$ cat src/rtl/core/tpt_pkg.sv
// ----------------------------------------------------------------------------
// Pulse period tachometer package
// Shared widths, register indexes and the divider request type.
// ----------------------------------------------------------------------------
`default_nettype none

package tpt_pkg;

   // Width of the microsecond counter and of the latched period.
   localparam int COUNT_WIDTH      = 32;
   // Microsecond ticks in one minute: the dividend of the speed divide.
   localparam int TICKS_PER_MINUTE = 60000000;

   // Configuration register widths.
   localparam int POLE_WIDTH    = 7;
   localparam int TIMEOUT_WIDTH = 24;
   localparam int LIMIT_WIDTH   = 16;
   localparam int CSR_DATA_WIDTH = 24;
   localparam int CSR_INDEX_WIDTH = 2;

   // Output field width.
   localparam int RPM_WIDTH = 16;

   // Divider widths.
   localparam int TICK_WIDTH = $clog2(TICKS_PER_MINUTE + 1);
   localparam int DEN_WIDTH  = COUNT_WIDTH + POLE_WIDTH;
   localparam int CMP_WIDTH  = (DEN_WIDTH > TICK_WIDTH + 1) ? DEN_WIDTH : TICK_WIDTH + 1;
   localparam int STEP_WIDTH = $clog2(TICK_WIDTH + 1);

   // Width used for the timeout compare.
   localparam int TO_CMP_WIDTH = (COUNT_WIDTH > TIMEOUT_WIDTH) ? COUNT_WIDTH : TIMEOUT_WIDTH;

   // Register indexes on the configuration channel.
   localparam logic [CSR_INDEX_WIDTH-1:0] CSR_POLE_COUNT  = 2'd0;
   localparam logic [CSR_INDEX_WIDTH-1:0] CSR_TIMEOUT_US  = 2'd1;
   localparam logic [CSR_INDEX_WIDTH-1:0] CSR_SPEED_LIMIT = 2'd2;

   // Request from the sequencer to the serial divider.
   typedef struct packed {
      logic                   start;
      logic [COUNT_WIDTH-1:0] period;
      logic [POLE_WIDTH-1:0]  poles;
   } div_req_type;

endpackage

`default_nettype wire

$ cat src/rtl/core/tpt_edge_counter.sv
// ----------------------------------------------------------------------------
// Pulse period tachometer edge counter
// Saturating microsecond counter that latches the period on falling edges.
// ----------------------------------------------------------------------------
`default_nettype none

module tpt_edge_counter import tpt_pkg::*; (
   input  wire logic                   clock,
   input  wire logic                   reset,
   input  wire logic                   tick,
   input  wire logic                   level,
   output logic [COUNT_WIDTH-1:0]      since_edge,
   output logic [COUNT_WIDTH-1:0]      period
);

   localparam logic [COUNT_WIDTH-1:0] CNT_MAX = '1;

   logic                   last_level_ff, last_level_in;
   logic [COUNT_WIDTH-1:0] since_ff, since_in;
   logic [COUNT_WIDTH-1:0] period_ff, period_in;
   logic [COUNT_WIDTH-1:0] since_inc;

   always_comb begin
      since_inc     = (since_ff != CNT_MAX) ? since_ff + 1'b1 : since_ff;
      since_in      = since_ff;
      period_in     = period_ff;
      last_level_in = last_level_ff;
      if (tick) begin
         since_in      = since_inc;
         last_level_in = level;
         // A high to low change of the line is an edge.
         if (last_level_ff && !level) begin
            period_in = since_inc;
            since_in  = '0;
         end
      end
   end

   always_ff @(posedge clock) begin
      if (reset) begin
         last_level_ff <= 1'b1;
         since_ff      <= '0;
         period_ff     <= '0;
      end else begin
         last_level_ff <= last_level_in;
         since_ff      <= since_in;
         period_ff     <= period_in;
      end
   end

   assign since_edge = since_ff;
   assign period     = period_ff;

endmodule

`default_nettype wire

$ cat config.mk
export PLATFORM = sky130hd
export DESIGN_NAME = tpt_edge_counter
export DESIGN_NICKNAME = d
export VERILOG_FILES = /design/src/rtl/core/tpt_pkg.sv /design/src/rtl/core/tpt_edge_counter.sv
export SDC_FILE = /design/constraint.sdc
export NUM_CORES = 1
export LEC_CHECK = 0
export ABC_AREA = 1
export ABC_CLOCK_PERIOD_IN_PS = 1900
export BUFFER_PORTS_ARGS = -buffer_cell sky130_fd_sc_hd__buf_4
export CAP_MARGIN = 5
export CORE_MARGIN = 8
export CORE_UTILIZATION = 50
export CTS_CLUSTER_SIZE = 8
export DETAILED_ROUTE_END_ITERATION = 12
export PLACE_DENSITY = 0.86
export SYNTH_ARGS = -nofsm -noshare
export SYNTH_HDL_FRONTEND = slang
export SYNTH_SLANG_ARGS = --single-unit
export TNS_END_PERCENT = 10
$ cat constraint.sdc
create_clock -name clock -period 1.9 [get_ports clock]
set_clock_uncertainty 0.15 [all_clocks]
set_input_delay 0.38 -clock clock [delete_from_list [all_inputs] [get_ports clock]]
set_output_delay 0.38 -clock clock [all_outputs]
set_load 0.03 [all_outputs]
Yosys cells after proc, flatten, opt, wreduce, memory -nomap -nowiden
Index checks and enable logic that the tools add are counted.
Word-level totals
  register bits after elaboration: 65
Cells by class
  muxes and demuxes: 2
  reductions and logical operators: 3
  equality and inequality tests: 1
  add/sub/neg operators: 1
Operator list (number)
  32-bit 2-to-1 mux: 2
  32-bit by 1-bit adder with 32-bit output (second input constant): 1
  32-bit != test (second input constant): 1
  2-bit AND reduction: 1
  1-bit logical AND: 1
  1-bit logical NOT: 1

Depth between registers and ports, before layout
  depth in word-level cells: 3
  gate-level depth with buffers: 11
  mapped depth without buffers: 10

Least setup slack after synthesis
OpenSTA, ideal clock, no wires.
  path type: reg-to-reg
  start: reg since_ff[1], in the netlist since_edge[1]
  end: reg period_ff[1], in the netlist period[1]
  period minus slack after synthesis: 2.097 ns
  stages on the path, launching flop included: 12
  setup slack: -0.197 ns
  arrival: 1.833 ns
  cells stage by stage: dfxtp_1 ha_1 nand2_2 nor2_4 nand2_4 nor2_8 nand2_4 buf_6 nand2_1 nand2_1 o21bai_1 inv_1
On the way
  cells in the longest elaborated chain, start to end: 2
  elaborated cells between the ends (all ways): 3
  those cells by class: 1 x add/sub; 1 x eq/ne; 1 x mux
RTL lines
  start: declaration: line tpt_edge_counter.sv:19  | logic [COUNT_WIDTH-1:0] since_ff, since_in;
  start signal: assignment: line tpt_edge_counter.sv:46  | since_ff <= since_in;
  32-bit by 1-bit adder with 32-bit output or 32-bit != test (tied branches): line tpt_edge_counter.sv:24  | since_inc = (since_ff != CNT_MAX) ? since_ff + 1'b1 : since_ff;
  32-bit 2-to-1 mux (*): line tpt_edge_counter.sv:24
  end signal: assignment: line tpt_edge_counter.sv:47  | period_ff <= period_in;
  end: declaration: line tpt_edge_counter.sv:20  | logic [COUNT_WIDTH-1:0] period_ff, period_in;
Every way passes the cells marked *; elsewhere a longest branch is shown, timed or not.
A chain may end at the register's enable or synchronous reset.

Final worst setup path
  start: reg since_ff[1], in the netlist since_edge[1]
  end: reg since_ff[14], in the netlist since_edge[14]
On the way
  cells in the longest elaborated chain, start to end: 3
  elaborated cells between the ends (all ways): 4
  those cells by class: 1 x add/sub; 1 x eq/ne; 2 x mux
RTL lines
  32-bit by 1-bit adder with 32-bit output or 32-bit != test (tied branches): line tpt_edge_counter.sv:24
  32-bit 2-to-1 mux (*): line tpt_edge_counter.sv:24
  32-bit 2-to-1 mux (*): line tpt_edge_counter.sv:32  | if (last_level_ff && !level) begin
Marked as above.

==> results_tabular.tex <==
\begin{tabular}{lr}
\hline
Metric & Value \\
\hline
\multicolumn{2}{l}{\textbf{Floorplanning}} \\
Vert. Die Dim & 100.0 um \\
Die Outline Area & 10010 sq um \\
Rows & 30 \\
Width of the chip & 100.0 um \\
Number of primary I/O pins & 68 \\
Starting density of the core & 51.68\% \\
Total core area & 6832 sq um \\
\multicolumn{2}{l}{\textbf{Route}} \\
WL final & 10960 um \\
Detailed-routing iteration count for the pre-antenna-repair pass & 5 \\
Drt via density & 5.198 \\
Mean routed wirelength per cell & 14.79 um \\
Residual DRC & 0 \\
Via count & 3852 \\
Antenna viol nets, final & 0 \\
Violation count after the first detailed-route iteration & 207 \\
\multicolumn{2}{l}{\textbf{Placement}} \\
Number of port buffers & 67 \\
Routability congestion estimate from global placement & 0.9308 \\
Setup Slack @ Placement & 14.00 ps \\
Estimated wirelength of the detail-placed design & 8059 um \\
\multicolumn{2}{l}{\textbf{Logic synthesis}} \\
List of most frequent post-synthesis cells & 168 x sky130\_fd\_sc\_hd\_\_nand2\_1, 67 x sky130\_fd\_sc\_hd\_\_nor2\_1, 65 x sky130\_fd\_sc\_hd\_\_dfxtp\_1, 53 x sky130\_fd\_sc\_hd\_\_inv\_1, 38 x sky130\_fd\_sc\_hd\_\_o21ai\_0 \\
Library cell with the highest instance count after synthesis & sky130\_fd\_sc\_hd\_\_nand2\_1 \\
Share of the synthesized area in the top cell type & 36.85\% \\
Number of flops mapped to enable cells by yosys & 0 \\
Number of unique standard cell types used by synthesis & 28 \\
Most area-consuming cells after synthesis & sky130\_fd\_sc\_hd\_\_dfxtp\_1 37\%, sky130\_fd\_sc\_hd\_\_nand2\_1 18\%, sky130\_fd\_sc\_hd\_\_nor2\_1 7.1\% \\
Number of synthesized register bits & 65 \\
Post-Syn Area & 3531 sq um \\
Number of cells produced by synthesis & 539 \\
Dominant cell type by area after synthesis & sky130\_fd\_sc\_hd\_\_dfxtp\_1 \\
Synthesized netlist net count & 544 \\
Async S/R FF share, synth & 0\% \\
Dominant synthesized flop cell & sky130\_fd\_sc\_hd\_\_dfxtp\_1 \\
Mean cell area of the mapped netlist & 6.551 sq um \\
Sequential element share of the synthesized area & 36.85\% \\
Syn. warnings & 0 \\
\multicolumn{2}{l}{\textbf{Timing}} \\
Share of the cycle needed by the critical path after routing & 96.41\% \\
Setup repair after global routing missed its margin & yes \\
Final setup viols & 0 \\
Number of max-slew violations in the final report & 0 \\
Final hold slack & 102.2 ps \\
Crit path setup slack, layout & 68.14 ps \\
Highest attainable clock frequency & 0.5459 GHz \\
Transition time at the pin with the least slew margin & 414.1 ps \\
Number of failing hold endpoints at the final stage & 0 \\
Minimum period implied by the final worst setup slack & 1832 ps \\
Final TNS setup & 0 ps \\
Slew headroom & 72.39\% \\
\multicolumn{2}{l}{\textbf{Global routing}} \\
GR Overflow Total & 0 \\
Total global-route track usage & 22.04\% \\
Initial antenna violation count & 0 \\
Vias in the first global route & 3706 \\
Wire length of the first global-routing pass & 17780 um \\
Maximum number of pins on one net before global-route repair & 34 \\
\multicolumn{2}{l}{\textbf{Clock network}} \\
Worst-case clock buffer depth & 2 \\
Clock tree from TritonCTS & done \\
Hold-fix buffer count after cts & 0 \\
CTS clk-pin slew, worst paths & 80 ps \\
Total CTS buffers & 9 \\
Clock latency reported for the late side of the worst-skew pair & 350 ps \\
Root buffer selected by CTS & sky130\_fd\_sc\_hd\_\_clkbuf\_8 \\
CTS sink cnt & 65 \\
H-tree depth & 3 \\
\multicolumn{2}{l}{\textbf{Status}} \\
Run status & finished, final reports clean \\
\multicolumn{2}{l}{\textbf{Setup path}} \\
Depth of the most critical reg-to-reg path & 10 \\
Crit. End Element & flop \\
Signal arrival time at the worst endpoint & 1950 ps \\
Cell class contributing the biggest share of worst-path delay & simple AND/OR/NAND/NOR gates \\
Cells along the critical path & ha\_4, nand2\_2, nor2\_4, nand2\_4, nor2\_8, nand2\_4, buf\_12, nand3\_1, nand2\_1, a21oi\_1 \\
Largest fanout of any net on the critical path & 13 \\
Slowest stage cell, crit path & sky130\_fd\_sc\_hd\_\_dfxtp\_4 \\
Crit-path most repeated cell & sky130\_fd\_sc\_hd\_\_nand2\_4 \\
Kind of critical path & reg2reg \\
CP Launch Type & flop \\
Crit Reg-Reg Startpoint & since\_edge[1]\$\_SDFFE\_PP0P\_ \\
Required time reported for the critical path endpoint & 2020 ps \\
Register-to-register path setup slack & 70 ps \\
Buf+Inv Stages, Crit Path & 1 \\
Max stage delay on crit path & 400 ps \\
Capture instance of the worst register-to-register path & since\_edge[14]\$\_SDFFE\_PP0P\_ \\
\multicolumn{2}{l}{\textbf{Layout}} \\
Final-layout fill cell count & 615 \\
Synthesis-to-finish area growth & 32.85\% \\
Antenna diode instance count & 0 \\
Share of the core filled with cells & 68.66\% \\
Layout cells sized above 1 & 28.06\% \\
Post-layout nets & 646 \\
Area used by multi-input combinational logic & 1969 sq um \\
Sequential standard cell area & 1318 sq um \\
\multicolumn{2}{l}{\textbf{Pwr}} \\
Portion of total power attributed to combinational logic & 11.8\% \\
Switching portion of total power & 26.49\% \\
Clock share of power & 39.5\% \\
Cell Pwr Density & 627.1 nW/um\^{}2 \\
Reg power frac & 48.7\% \\
Total power of the final layout & 2.941 mW \\
Max IR drop VDD & 0.5102 mV \\
Internal power consumption & 2.162 mW \\
P\_sw & 0.7791 mW \\
Pleak & 2.215 nW \\
\multicolumn{2}{l}{\textbf{Min path}} \\
Worst min-delay path startpoint & tick \\
Hold-critical path depth & 2 \\
Hold Path Sink & last\_level\_ff\$\_SDFFE\_PP1P\_ \\
Worst hold-check path type & in2reg \\
\multicolumn{2}{l}{\textbf{Flow run}} \\
Max\_cap viols & 0 \\
\hline
\end{tabular}
cell families (layout without fill, tap and decap cells):
| logic type | Yosys count | count (layout) | synth area share, % |
|---|---|---|---|
| AO/OA/AOI/OAI | 95 | 95 | 15.45 |
| buffers and inverters | 76 | 182 | 8.788 |
| adder cells (fa/ha/maj) | 1 | 1 | 0.3543 |
| flip-flops | 65 | 65 | 36.85 |
| XOR/XNOR | 2 | 2 | 0.4962 |
| AND/OR/NAND/NOR | 300 | 300 | 38.06 |
cell type report:
type	instances	area share, %
Clock buffer	12	3.094
Clock inverter	3	0.9069
Inverter	53	4.241
Multi-Input combinational cell	398	41.98
Sequential cell	65	28.09
Tap cell	96	2.561
Timing Repair Buffer	114	19.13
worst max-delay path by stage:
stage                                    start                          end  slack, ps  depth (start not counted)
floorplan           since_edge[0]$_SDFFE_PP0P_       period[1]$_SDFFE_PP0P_         20                         11
global placement    since_edge[2]$_SDFFE_PP0P_      period[29]$_SDFFE_PP0P_         40                          9
detailed placement  since_edge[0]$_SDFFE_PP0P_      period[28]$_SDFFE_PP0P_         10                         11
CTS                 since_edge[1]$_SDFFE_PP0P_      period[28]$_SDFFE_PP0P_          9                         11
global route        since_edge[2]$_SDFFE_PP0P_      period[17]$_SDFFE_PP0P_        -50                          9
finish              since_edge[1]$_SDFFE_PP0P_  since_edge[14]$_SDFFE_PP0P_         70                         10
state kept, by name, summed over array words and instances, names as in the netlist:
register / cells
last_level_ff: 1
period: 32
since_edge: 32
per-stage QoR:
stage,cell area [sq um],cells
after detailed placement,4395,720
final,4691,741
after CTS,4586,735
after global routing,4691,741
after global placement,4395,720
after floorplan,3538,539
worst register-to-register path: stages, from the launching register on:
cell                      delay, ps
sky130_fd_sc_hd__dfxtp_4        400
sky130_fd_sc_hd__ha_4           140
sky130_fd_sc_hd__nand2_2         70
sky130_fd_sc_hd__nor2_4         180
sky130_fd_sc_hd__nand2_4        100
sky130_fd_sc_hd__nor2_8         110
sky130_fd_sc_hd__nand2_4        110
sky130_fd_sc_hd__buf_12         170
sky130_fd_sc_hd__nand3_1        100
sky130_fd_sc_hd__nand2_1         60
sky130_fd_sc_hd__a21oi_1        140
placed cells by master (no fill, tap or decap), types with 3 or more instances in the layout:
| cell type | count |
|---|---|
| sky130_fd_sc_hd__nand2_2 | 3 |
| sky130_fd_sc_hd__o21ai_0 | 38 |
| sky130_fd_sc_hd__nor2_1 | 62 |
| sky130_fd_sc_hd__or2_2 | 5 |
| sky130_fd_sc_hd__clkbuf_8 | 10 |
| sky130_fd_sc_hd__dfxtp_1 | 56 |
| sky130_fd_sc_hd__a21oi_1 | 31 |
| sky130_fd_sc_hd__nand2_1 | 166 |
| sky130_fd_sc_hd__o21bai_1 | 22 |
| sky130_fd_sc_hd__a21oi_2 | 3 |
| sky130_fd_sc_hd__inv_1 | 53 |
| sky130_fd_sc_hd__nor2_2 | 7 |
| sky130_fd_sc_hd__dfxtp_2 | 7 |
| sky130_fd_sc_hd__nand3_2 | 19 |
| sky130_fd_sc_hd__nand3_1 | 27 |
| sky130_fd_sc_hd__buf_4 | 110 |
| sky130_fd_sc_hd__buf_12 | 3 |
power by group through the flow:
| stage | Sequential, mW | Clock (mW) | Combinational, mW |
|---|---|---|---|
| CTS | 1.43 | 1.18 | 0.341 |
| floorplan | 1.55 | 0 | 0.124 |
| detailed placement | 1.46 | 0 | 0.339 |
| global route | 1.44 | 1.25 | 0.370 |
| global placement | 1.46 | 0 | 0.333 |
| finish | 1.43 | 1.16 | 0.347 |
timing repair:
action / CTS / global route
resized for setup: 1 / 20
setup endpoints to repair: 1 / 40
pin swaps: 0 / 3
setup buffers: 0 / 6
metal layers:
| layer | vias up | part of all wire [%] | global-route usage, % |
|---|---|---|---|
| met5 | - | 0 | 0 |
| li1 | 1917 | - | - |
| met1 | 1794 | 45 | 27.29 |
| met3 | 13 | 5.8 | 5.467 |
| met4 | 0 | 1.7 | 8.256 |
| met2 | 128 | 48 | 35.92 |
No activity file was read; power rests on OpenSTA's default activity.
