File: config.mk
export PLATFORM = sky130hd
export DESIGN_NAME = tpt_serial_divider
export DESIGN_NICKNAME = d
export VERILOG_FILES = /design/src/rtl/core/tpt_pkg.sv /design/src/rtl/core/tpt_serial_divider.sv
export SDC_FILE = /design/constraint.sdc
export NUM_CORES = 1
export LEC_CHECK = 0
export BUFFER_PORTS_ARGS = -buffer_cell sky130_fd_sc_hd__buf_2
export CAP_MARGIN = 10
export CORE_ASPECT_RATIO = 0.75
export CORE_MARGIN = 8
export CORE_UTILIZATION = 55
export DETAILED_ROUTE_END_ITERATION = 7
export GPL_ROUTABILITY_DRIVEN = 0
export GPL_TIMING_DRIVEN = 0
export HOLD_SLACK_MARGIN = 0.06
export PLACE_DENSITY = 0.73
export SYNTH_ARGS = -nofsm -noshare
export SYNTH_HDL_FRONTEND = slang
export SYNTH_SLANG_ARGS = --single-unit
File: constraint.sdc
create_clock -name clock -period 7.9 [get_ports clock]
set_input_delay 0.79 -clock clock [delete_from_list [all_inputs] [get_ports clock]]
set_output_delay 0.79 -clock clock [all_outputs]
set_load 0.02 [all_outputs]
File: src/rtl/core/tpt_pkg.sv
// ----------------------------------------------------------------------------
// Pulse period tachometer package
// Shared widths, register indexes and the divider request type.
// ----------------------------------------------------------------------------
`default_nettype none

package tpt_pkg;

   // Width of the microsecond counter and of the latched period.
   localparam int COUNT_WIDTH      = 32;
   // Microsecond ticks in one minute: the dividend of the speed divide.
   localparam int TICKS_PER_MINUTE = 60000000;

   // Configuration register widths.
   localparam int POLE_WIDTH    = 7;
   localparam int TIMEOUT_WIDTH = 24;
   localparam int LIMIT_WIDTH   = 16;
   localparam int CSR_DATA_WIDTH = 24;
   localparam int CSR_INDEX_WIDTH = 2;

   // Output field width.
   localparam int RPM_WIDTH = 16;

   // Divider widths.
   localparam int TICK_WIDTH = $clog2(TICKS_PER_MINUTE + 1);
   localparam int DEN_WIDTH  = COUNT_WIDTH + POLE_WIDTH;
   localparam int CMP_WIDTH  = (DEN_WIDTH > TICK_WIDTH + 1) ? DEN_WIDTH : TICK_WIDTH + 1;
   localparam int STEP_WIDTH = $clog2(TICK_WIDTH + 1);

   // Width used for the timeout compare.
   localparam int TO_CMP_WIDTH = (COUNT_WIDTH > TIMEOUT_WIDTH) ? COUNT_WIDTH : TIMEOUT_WIDTH;

   // Register indexes on the configuration channel.
   localparam logic [CSR_INDEX_WIDTH-1:0] CSR_POLE_COUNT  = 2'd0;
   localparam logic [CSR_INDEX_WIDTH-1:0] CSR_TIMEOUT_US  = 2'd1;
   localparam logic [CSR_INDEX_WIDTH-1:0] CSR_SPEED_LIMIT = 2'd2;

   // Request from the sequencer to the serial divider.
   typedef struct packed {
      logic                   start;
      logic [COUNT_WIDTH-1:0] period;
      logic [POLE_WIDTH-1:0]  poles;
   } div_req_type;

endpackage

`default_nettype wire

File: src/rtl/core/tpt_serial_divider.sv
// ----------------------------------------------------------------------------
// Pulse period tachometer serial divider
// Restoring divide of the ticks per minute by period times pole count.
// ----------------------------------------------------------------------------
`default_nettype none

module tpt_serial_divider import tpt_pkg::*; (
   input  wire logic                  clock,
   input  wire logic                  reset,
   input  wire div_req_type           div_req,
   output logic                       done,
   output logic [TICK_WIDTH-1:0]      quotient
);

   localparam logic [TICK_WIDTH-1:0] DIVIDEND = TICK_WIDTH'(TICKS_PER_MINUTE);

   logic                   busy_ff, busy_in;
   logic                   done_ff, done_in;
   logic [STEP_WIDTH-1:0]  step_ff, step_in;
   logic [DEN_WIDTH-1:0]   denom_ff, denom_in;
   logic [TICK_WIDTH-1:0]  dvd_ff, dvd_in;
   logic [TICK_WIDTH-1:0]  rem_ff, rem_in;

   logic [POLE_WIDTH-1:0]  poles_eff;
   logic [TICK_WIDTH:0]    rem_shift;
   logic [CMP_WIDTH-1:0]   rem_cmp;
   logic [CMP_WIDTH-1:0]   den_cmp;
   logic [CMP_WIDTH-1:0]   diff;
   logic                   q_bit;

   always_comb begin
      // A pole count of zero counts as one.
      poles_eff = (div_req.poles == '0) ? POLE_WIDTH'(1) : div_req.poles;

      // One quotient bit per cycle: bring down the next dividend bit and try
      // to subtract the divisor.
      rem_shift = {rem_ff, dvd_ff[TICK_WIDTH-1]};
      rem_cmp   = CMP_WIDTH'(rem_shift);
      den_cmp   = CMP_WIDTH'(denom_ff);
      diff      = rem_cmp - den_cmp;
      q_bit     = (rem_cmp >= den_cmp);

      busy_in  = busy_ff;
      done_in  = 1'b0;
      step_in  = step_ff;
      denom_in = denom_ff;
      dvd_in   = dvd_ff;
      rem_in   = rem_ff;

      if (div_req.start) begin
         busy_in  = 1'b1;
         step_in  = STEP_WIDTH'(TICK_WIDTH);
         denom_in = DEN_WIDTH'(div_req.period) * DEN_WIDTH'(poles_eff);
         dvd_in   = DIVIDEND;
         rem_in   = '0;
      end else if (busy_ff) begin
         rem_in  = q_bit ? diff[TICK_WIDTH-1:0] : rem_shift[TICK_WIDTH-1:0];
         dvd_in  = {dvd_ff[TICK_WIDTH-2:0], q_bit};
         step_in = step_ff - 1'b1;
         if (step_ff == STEP_WIDTH'(1)) begin
            busy_in = 1'b0;
            done_in = 1'b1;
         end
      end
   end

   always_ff @(posedge clock) begin
      if (reset) begin
         busy_ff <= 1'b0;
         done_ff <= 1'b0;
         step_ff <= '0;
      end else begin
         busy_ff <= busy_in;
         done_ff <= done_in;
         step_ff <= step_in;
      end
   end

   always_ff @(posedge clock) begin
      denom_ff <= denom_in;
      dvd_ff   <= dvd_in;
      rem_ff   <= rem_in;
   end

   assign done     = done_ff;
   assign quotient = dvd_ff;

endmodule

`default_nettype wire

### After elaboration in Yosys (flattened, before gate mapping)

Index checks and enable logic that the tools add are counted.

| storage, ports and cells | value |
|---|---|
| register bits after elaboration | 98 |
| bits in latches | 0 |
| memory bits (writable) | 0 |
| bits in read-only memories | 0 |
| input bits | 42 |
| output and inout port bits | 27 |
| logic and storage cells | 25 |
| memories kept | 0 |

| operators by class | value |
|---|---|
| add/sub/neg operators | 2 |
| multipliers | 1 |
| divide/modulo/power cells | 0 |
| magnitude comparators | 1 |
| equality and inequality tests | 1 |
| shift-type cells | 0 |
| muxes and demuxes | 8 |
| bitwise operators | 1 |
| reductions and logical operators | 4 |

Operator list:

| cell | number |
|---|---|
| $ge 27x39->1 | 1 |
| $mul 32x7->39 | 1 |
| $mux 26 | 1 |
| $sub 26x26->26 | 1 |
| $mux 5 | 2 |
| $logic_not 7->1 | 1 |
| $mux 7 | 1 |
| $eq 5x1->1 const B | 1 |
| $sub 5x1->5 const B | 1 |
| $mux 1 | 4 |
| $reduce_or 3->1 | 1 |
| $reduce_bool 2->1 | 1 |
| $reduce_or 2->1 | 1 |
| $not 1->1 | 1 |

### Logic depth before layout (Yosys ltp)

Gate-level depths: netlist of run 1.

| logic depth | value |
|---|---|
| word-level depth | 4 |
| mapped depth | 20 |
| depth with buffers taken out | 18 |

### Least setup slack after synthesis of run 1

No wires, ideal clock.

| path | value |
|---|---|
| path type | input port to flip-flop |
| start point | in div_req[3] (netlist bit) |
| end point | reg denom_ff[35] (netlist: den_cmp[35]), data pin |
| library setup time | 0.264 ns |
| arrival | 5.236 ns |
| required time | 7.636 ns |
| slack | 2.401 ns |
| stages | 19 |
| path buffers | 2 |
| path through | clkbuf_1 -> nand2_1 -> fa_1 -> inv_1 -> fa_1 -> fa_1 -> inv_1 -> fa_1 -> inv_1 -> ha_1 -> clkbuf_1 -> a21oi_1 -> o21ai_0 -> a221oi_1 -> a21boi_0 -> a21oi_1 -> o21ai_1 -> a221oi_1 -> xnor2_1 |

| on the way | value |
|---|---|
| longest elaborated chain between the ends | 3 |

Ends and longest elaborated chain:

| element | line | RTL |
|---|---|---|
| start, declared | tpt_serial_divider.sv:10 | `input wire div_req_type div_req,` |
| $logic_not 7->1 | tpt_serial_divider.sv:33 | `poles_eff = (div_req.poles == '0) ? POLE_WIDTH'(1) : div_req.poles;` |
| $mux 7 (*) | tpt_serial_divider.sv:33 |  |
| $mul 32x7->39 (*) | tpt_serial_divider.sv:53 | `denom_in = DEN_WIDTH'(div_req.period) * DEN_WIDTH'(poles_eff);` |
| end signal, assigned | tpt_serial_divider.sv:80 | `denom_ff <= denom_in;` |
| end, declared | tpt_serial_divider.sv:20 | `logic [DEN_WIDTH-1:0] denom_ff, denom_in;` |

Mark *: on every way between the ends. The rest lies on a longest branch, timed or not.
A chain may end at the register's enable or synchronous reset.

### Final worst setup path of run 1

| path | value |
|---|---|
| start point | in div_req[6] (netlist bit) |
| end point | reg denom_ff[35] (netlist: den_cmp[35]), data pin |

Same word-level chain as after synthesis.

==> results of run 1 <==
-- critical path, stage by stage --
cell and delay, ns:
buf_2 0.17, clkbuf_1 0.59, and2_1 0.26, fa_1 0.43
fa_1 0.53, fa_1 0.55, inv_1 0.07, fa_1 0.54
inv_1 0.04, ha_1 0.27, clkbuf_1 0.18, a21oi_1 0.22
o21ai_0 0.12, a221oi_1 0.38, a21boi_0 0.14, a21oi_1 0.33
o21ai_1 0.19, a221oi_1 0.40, xnor2_1 0.13
-- path summary, 6_finish.rpt --
path | from | end | slack (ns) | cells after the start
worst max-delay path | div_req[6] | den_cmp[35]$_DFFE_PP_ | 1.64 | 19
worst max register to register | den_cmp[19]$_DFFE_PP_ | rem_ff[24]$_SDFFE_PP0P_ | 4.73 | 13
worst min register to register | quotient[0]$_SDFFE_PP0P_ | quotient[0]$_SDFFE_PP0P_ | 0.48 | 2
worst min-delay path | quotient[0]$_SDFFE_PP0P_ | quotient[0]$_SDFFE_PP0P_ | 0.48 | 2
-- placed cells by master (no fill, tap or decap), types with 8 or more instances in the layout --
cell       instances
mux2i_1           25
o211ai_1          26
xnor2_1           32
a21oi_1           70
inv_1            211
nand2_1          161
a211oi_1           8
a21o_1            19
fa_1             150
buf_2             76
nor2_1           105
edfxtp_1          39
xor2_1            20
and2_1           142
ha_1              86
nand3_1           31
and3_1            12
dfxtp_1           59
o21ai_0           36
a31oi_1           10
clkbuf_16         10
o311a_1           17
nand2b_1          12
clkbuf_1          52
nor3_1            16
-- cell families (layout without fill, tap and decap cells) --
kind of cell,Yosys count,in the layout
adders and majority gates,236,236
AOI/OAI and AO/OA,246,246
and+or+nand+nor,516,516
DFF,98,98
muxes,27,27
other,0,1
buffers and inverters,276,360
xor gates and xnor gates,52,52
-- power by group --
group	internal, mW	switching (mW)	leakage (nW)
Combinational	1.06	1.61	5.45
Sequential	0.742	0.0404	0.865
Clock	0.240	0.206	0.154
-- metrics by stage --
step	cells	total power, mW	utilization	area [um^2]	setup WS (ns)
detailed placement	1813	3.439	0.5938	13130	1.315
CTS	1829	3.903	0.6077	13440	1.681
global route	1829	4.326	0.6077	13440	1.203
finish	1830	3.897	0.6078	13440	1.644
global placement	1813	3.385	0.5938	13130	1.442
floorplan	1451	2.840	-	12420	2.401
-- registers in the layout, indices dropped and copies added, names as in the netlist --
register / count
done: 1
rem_ff: 26
den_cmp: 39
busy_ff: 1
quotient: 26
step_ff: 5
-- layer usage --
layer / global-route usage / part of all wire / up-vias / wire, um
met5: 0 / 0 / - / 0
met4: 0.04953 / 0.013 / 0 / 400
met3: 0.04117 / 0.077 / 38 / 2397
met2: 0.3830 / 0.46 / 355 / 14350
met1: 0.3208 / 0.45 / 5183 / 13990
li1: - / - / 4943 / -
-- layout make-up --
type,count,area (um^2),area share
multi-input combinational,1077,9001,0.6698
sequential,98,2352,0.1750
inverter,211,792.0,0.05893
tap,294,367.9,0.02737
timing repair buffer,68,340.3,0.02532
buffer,65,276.5,0.02058
clock buffer,10,250.2,0.01862
clock inverter,6,56.30,0.004190
antenna,1,2.502,0.0001862
==> impl_metrics.py, run 1 <==
metrics = {
    "synthesis": {
        "post-synth-top-area-cell": "fa_1",
        "post_synth_main_area_contributors": "fa_1, dfxtp_1, edfxtp_1",
        "list_of_most_frequent_post_synthesis_cells": "inv_1, nand2_1, fa_1",
        "synth-compound-area-share": 0.1338,
        "synth_top_family_by_area": "adder cells",
        "yosysWarnings": 0,
        "synthesized_netlist_net_count": 1729,
        "yosys_most_used_dff": "dfxtp_1",
        "synth_xor_area_frac": 0.03666,
        "netlist_instances": 1451,
        "library_cell_with_the_highest_instance_count_after_synthesis": "inv_1",
        "multiplexer_share_of_the_synthesized_area": 0.02196,
        "synthAdderAreaFrac": 0.3284,
        "ys_seq_area_frac": 0.1894,
        "syn_area_mm2": 0.01242,
        "synth_area_per_cell_um2": 8.561,
        "async_reset_ff_frac": 0,
        "synth_cell_type_count": 63,
        "synth_top_cell_area_share": 0.2417,
        "synth_seq_cells": 98,
        "synth_enable_flop_cells": 39,
        "post_synth_and_or_nand_nor_area_fraction": 0.2039,
    },
    "floorplan": {
        "placeableCoreArea_mm2": 0.02211,
        "die_w_um": 189.5,
        "row_count": 47,
        "fp.dieH_um": 146.2,
        "start_util": 0.5618,
        "die_area_mm2": 0.02770,
        "design.portCount": 69,
    },
    "detailed_routing": {
        "drt_drc_violations_left": 0,
        "drtIter0Drc": 765,
        "ant_nets": 0,
        "first_pass_iters": 5,
        "detail_route.wl_per_cell_um": 17.02,
        "totalWireLength_mm": 31.14,
        "avgViaCountPerCell": 5.748,
        "vias": 10520,
    },
    "final_layout": {
        "layout.filler_cells": 1993,
        "layout-area-overhead-vs-synth_pct": 8.189,
        "layout_cell_share_with_drive_strength_beyond_1": 0.06775,
        "nNetsFinal": 1808,
    },
    "cts": {
        "cts_hold_repair.buffers": 0,
        "clockBufferDepth": 2,
        "path_clk_slew_ns": 0.07,
        "htree_num_levels": 3,
        "worst_skew_pair.late_latency_ns": 0.35,
        "cts_resized": 0,
        "cts-root-buf": "clkbuf_16",
        "clock_sinks": 98,
        "cts_setup_buffers": 0,
        "cts_tree": "built",
        "cts-buffers-inserted": 9,
    },
    "grt": {
        "globalRouteTotalUtil": 0.2342,
        "grt_start_max_net_pins": 41,
        "initial_antenna_violation_count": 0,
        "gr-total-overflow": 0,
        "first_global_vias": 10820,
        "grt_pass1_wl_mm": 53.61,
    },
    "status": {
        "result_of_the_run": "finished clean",
    },
    "timing": {
        "tightestPinTransition_ns": 0.9271,
        "worst_clock_skew_ns": 0.01052,
        "timing.final.hold_violations": 0,
        "finalCritPeriodShare": 0.7919,
        "rsz_0062_raised_after_global_routing": "no",
        "slew_headroom": 0.3819,
        "max_frequency_mhz": 159.8,
        "final_period_minus_worst_setup_slack_ns": 6.256,
        "fin_hold_ws_ns": 0.4781,
        "drv_slew": 0,
        "timing.setup.tns_ns": 0,
        "finalSetupViolations": 0,
    },
    "power_and_ir_drop": {
        "power_density_mw_per_mm2": 290.0,
        "vdd_drop_max_v": 0.0002511,
        "p_leak_nw": 6.473,
    },
    "worst_setup_path": {
        "endpoint_kind": "flop",
        "critical_path_fanout_max": 10,
        "worst-setup-path-type": "input port to flop",
        "worst_ep_arrival_time_ns": 6.35,
        "critPathRequiredTime_ns": 8.00,
        "worstSetupStartpointType": "input port",
    },
    "job": {
        "number_of_max_cap_violations": 0,
    },
    "worst_hold_path": {
        "hold_class": "flop to flop",
    },
    "placement": {
        "hpwlAfterDp_mm": 25.35,
        "io_buffer_count": 68,
    },
}
No activity file was read; power rests on OpenSTA's default activity.
==> run 2, diff against run 1 <==
- ABC_AREA: unset -> 1
- PLACE_DENSITY: 0.73 -> 0.76
- clock period: 7.9 -> 5.45 ns (I/O delays scaled with it)
==> impl_metrics.py, run 2 <==
metrics = {
    "status": {
        "result_of_the_run": "finished clean",
    },
    "timing": {
        "tightestPinTransition_ns": 0.9939,
        "slew_headroom": 0.3374,
        "finalCritPeriodShare": 0.9639,
        "timing.final.hold_violations": 0,
        "worst_clock_skew_ns": 0.009264,
        "timing.setup.tns_ns": 0,
        "final_period_minus_worst_setup_slack_ns": 5.253,
        "finalSetupViolations": 0,
        "rsz_0062_raised_after_global_routing": "yes",
        "drv_slew": 0,
        "max_frequency_mhz": 190.4,
    },
    "synthesis": {
        "list_of_most_frequent_post_synthesis_cells": "nand2_1, inv_1, nor2_1",
        "netlist_instances": 2001,
        "ys_seq_area_frac": 0.1741,
        "yosys_most_used_dff": "dfxtp_1",
        "post_synth_and_or_nand_nor_area_fraction": 0.2800,
        "synth_top_cell_area_share": 0.2222,
        "library_cell_with_the_highest_instance_count_after_synthesis": "nand2_1",
        "synthesized_netlist_net_count": 2279,
        "synth_top_family_by_area": "adder cells",
        "synth_area_per_cell_um2": 6.754,
        "synth_seq_cells": 98,
        "synthAdderAreaFrac": 0.3018,
        "multiplexer_share_of_the_synthesized_area": 0,
        "yosysWarnings": 0,
        "post_synth_main_area_contributors": "fa_1, nand2_1, inv_1",
        "synth_cell_type_count": 46,
        "async_reset_ff_frac": 0,
        "syn_area_mm2": 0.01351,
        "synth_xor_area_frac": 0.02852,
        "synth-compound-area-share": 0.05842,
        "post-synth-top-area-cell": "fa_1",
        "synth_enable_flop_cells": 39,
    },
    "worst_setup_path": {
        "worstSetupStartpointType": "input port",
        "critPathMaxStageDelay_ns": 0.54,
        "endpoint_kind": "flop",
        "worst_ep_arrival_time_ns": 5.36,
        "cp_cell_sequence": "clkbuf_1 -> buf_2 -> nand2_1 -> fa_1 -> fa_1 -> inv_1 -> fa_1 -> inv_1 -> fa_1 -> inv_1 -> ha_1 -> a21oi_1 -> a21boi_2 -> o21ai_1 -> a21oi_2 -> inv_1 -> nand2_1 -> nand2_1 -> nand2_1 -> nand2_1",
        "worst-setup-path-type": "input port to flop",
        "cpMostUsedCell": "nand2_1",
        "critical_path_fanout_max": 10,
        "worst_path_cell_with_the_longest_stage_delay": "fa_1",
        "critPathRequiredTime_ns": 5.55,
    },
    "cts": {
        "clockBufferDepth": 2,
        "htree_num_levels": 3,
        "worst_skew_pair.late_latency_ns": 0.35,
        "cts_hold_repair.buffers": 0,
        "cts-buffers-inserted": 9,
        "cts-root-buf": "clkbuf_16",
        "cts_tree": "built",
        "cts_setup_buffers": 0,
        "clock_sinks": 98,
        "path_clk_slew_ns": 0.08,
    },
    "grt": {
        "globalRouteTotalUtil": 0.2531,
        "gr-total-overflow": 0,
        "first_global_vias": 12440,
        "grt_pass1_wl_mm": 61.23,
        "grt_start_max_net_pins": 43,
        "initial_antenna_violation_count": 0,
    },
    "final_layout": {
        "area_used_by_multi_input_combinational_logic_mm2": 0.009041,
        "layout.filler_cells": 2272,
        "largest_register_ff_count": 39,
        "diodes": 0,
        "number_of_non_filler_instances_in_the_completed_layout": 2410,
        "sequential_cell_area_mm2": 0.002352,
        "mostFrequentLayoutCells": "nand2_1, inv_1, nor2_1, fa_1, nand3_1",
        "layout-area-overhead-vs-synth_pct": 7.861,
        "nNetsFinal": 2352,
        "layout_cell_share_with_drive_strength_beyond_1": 0.06157,
        "final_common_cell": "nand2_1",
    },
    "worst_hold_path": {
        "hold_class": "input port to flop",
    },
    "power_and_ir_drop": {
        "vdd_drop_max_v": 0.0002259,
        "design_power_total_mw": 5.830,
        "power_density_mw_per_mm2": 399.9,
        "p_leak_nw": 8.755,
    },
    "floorplan": {
        "fp.dieH_um": 151.8,
        "row_count": 49,
        "placeableCoreArea_mm2": 0.02403,
        "start_util": 0.5623,
        "die_area_mm2": 0.02989,
        "die_w_um": 197,
        "design.portCount": 69,
    },
    "placement": {
        "hpwlAfterDp_mm": 30.03,
        "io_buffer_count": 62,
        "placed_cells": 2394,
    },
    "detailed_routing": {
        "ant_nets": 0,
        "drt_drc_violations_left": 0,
        "vias": 12680,
        "drtIter0Drc": 1298,
        "detail_route.wl_per_cell_um": 15.14,
        "first_pass_iters": 6,
        "avgViaCountPerCell": 5.259,
        "totalWireLength_mm": 36.48,
    },
    "job": {
        "number_of_max_cap_violations": 0,
    },
}
-- run 2: changes by cell type after synthesis, sizes merged, moves of 25 or more --
cell / delta
and2: -139
inv: +292
mux2i: -25
nand2: +437
nand3: +69
nand4: +29
nor2: +66
-- run 2: final cells by class --
cell class	count	share of cell area
Multi-Input combinational cell	1346	0.6203
Timing Repair Buffer	62	0.02129
Clock buffer	10	0.01639
Inverter	505	0.1300
Buffer	52	0.01777
Clock inverter	6	0.004464
Sequential cell	98	0.1614
Tap cell	331	0.02841
-- run 2: power by group --
part	total, mW	switching (mW)	leakage, nW	internal (mW)
Clock	0.654	0.316	0.152	0.338
Sequential	1.13	0.0577	0.864	1.07
Combinational	4.04	2.65	7.74	1.39
Total	5.83	3.02	8.75	2.81
-- run 2: per-layer routing --
layer	up-vias	part of all wire	GRT usage
met3	40	0.095	0.05253
met5	-	0	0
met4	0	0.013	0.04728
met2	539	0.43	0.4041
li1	6098	-	-
met1	5998	0.46	0.3542
-- run 2: stage by stage --
stage                     hold slack [ns]  setup slack [ns]  area [um^2]  utilization
final                              0.3975            0.1969        14580       0.6065
after global routing               0.3990          -0.07554        14580       0.6065
after CTS                          0.3927           0.01416        14550       0.6055
after detailed placement           0.4734           -0.6277        14240       0.5925
after global placement             0.4557           -0.5295        14240       0.5925
after floorplan                    0.4422            0.4483        13510            -
-- run 2: cells by family after synthesis --
family                   count (synthesis)
AND/OR/NAND/NOR                        926
buffers and inverters                  557
adder cells (fa/ha/maj)                236
AO/OA/AOI/OAI                          140
flip-flops                              98
XOR/XNOR                                44
-- run 2: path summary, 6_finish.rpt --
| path | endpoint | startpoint | slack, ns | cells past startpoint |
|---|---|---|---|---|
| min | step_ff[3]$_SDFFE_PP0P_ | reset | 0.40 | 2 |
| max reg2reg | rem_ff[0]$_SDFFE_PP0P_ | den_cmp[17]$_DFFE_PP_ | 2.90 | 14 |
| min reg2reg | step_ff[4]$_SDFFE_PP0P_ | step_ff[4]$_SDFFE_PP0P_ | 0.48 | 2 |
| max | den_cmp[31]$_DFFE_PP_ | div_req[5] | 0.20 | 20 |
-- run 2: repair_timing --
action,CTS,global route
resized for setup,8,36
endpoints found under the setup margin,9,22
hold endpoints to repair,0,0
-- run 2: critical path, delay by kind of cell --
kind | cells | cell delay (ns)
AO/OA/AOI/OAI | 4 | 1.01
adder cells (fa/ha/maj) | 5 | 2.46
buffers and inverters | 6 | 0.97
AND/OR/NAND/NOR | 5 | 0.35
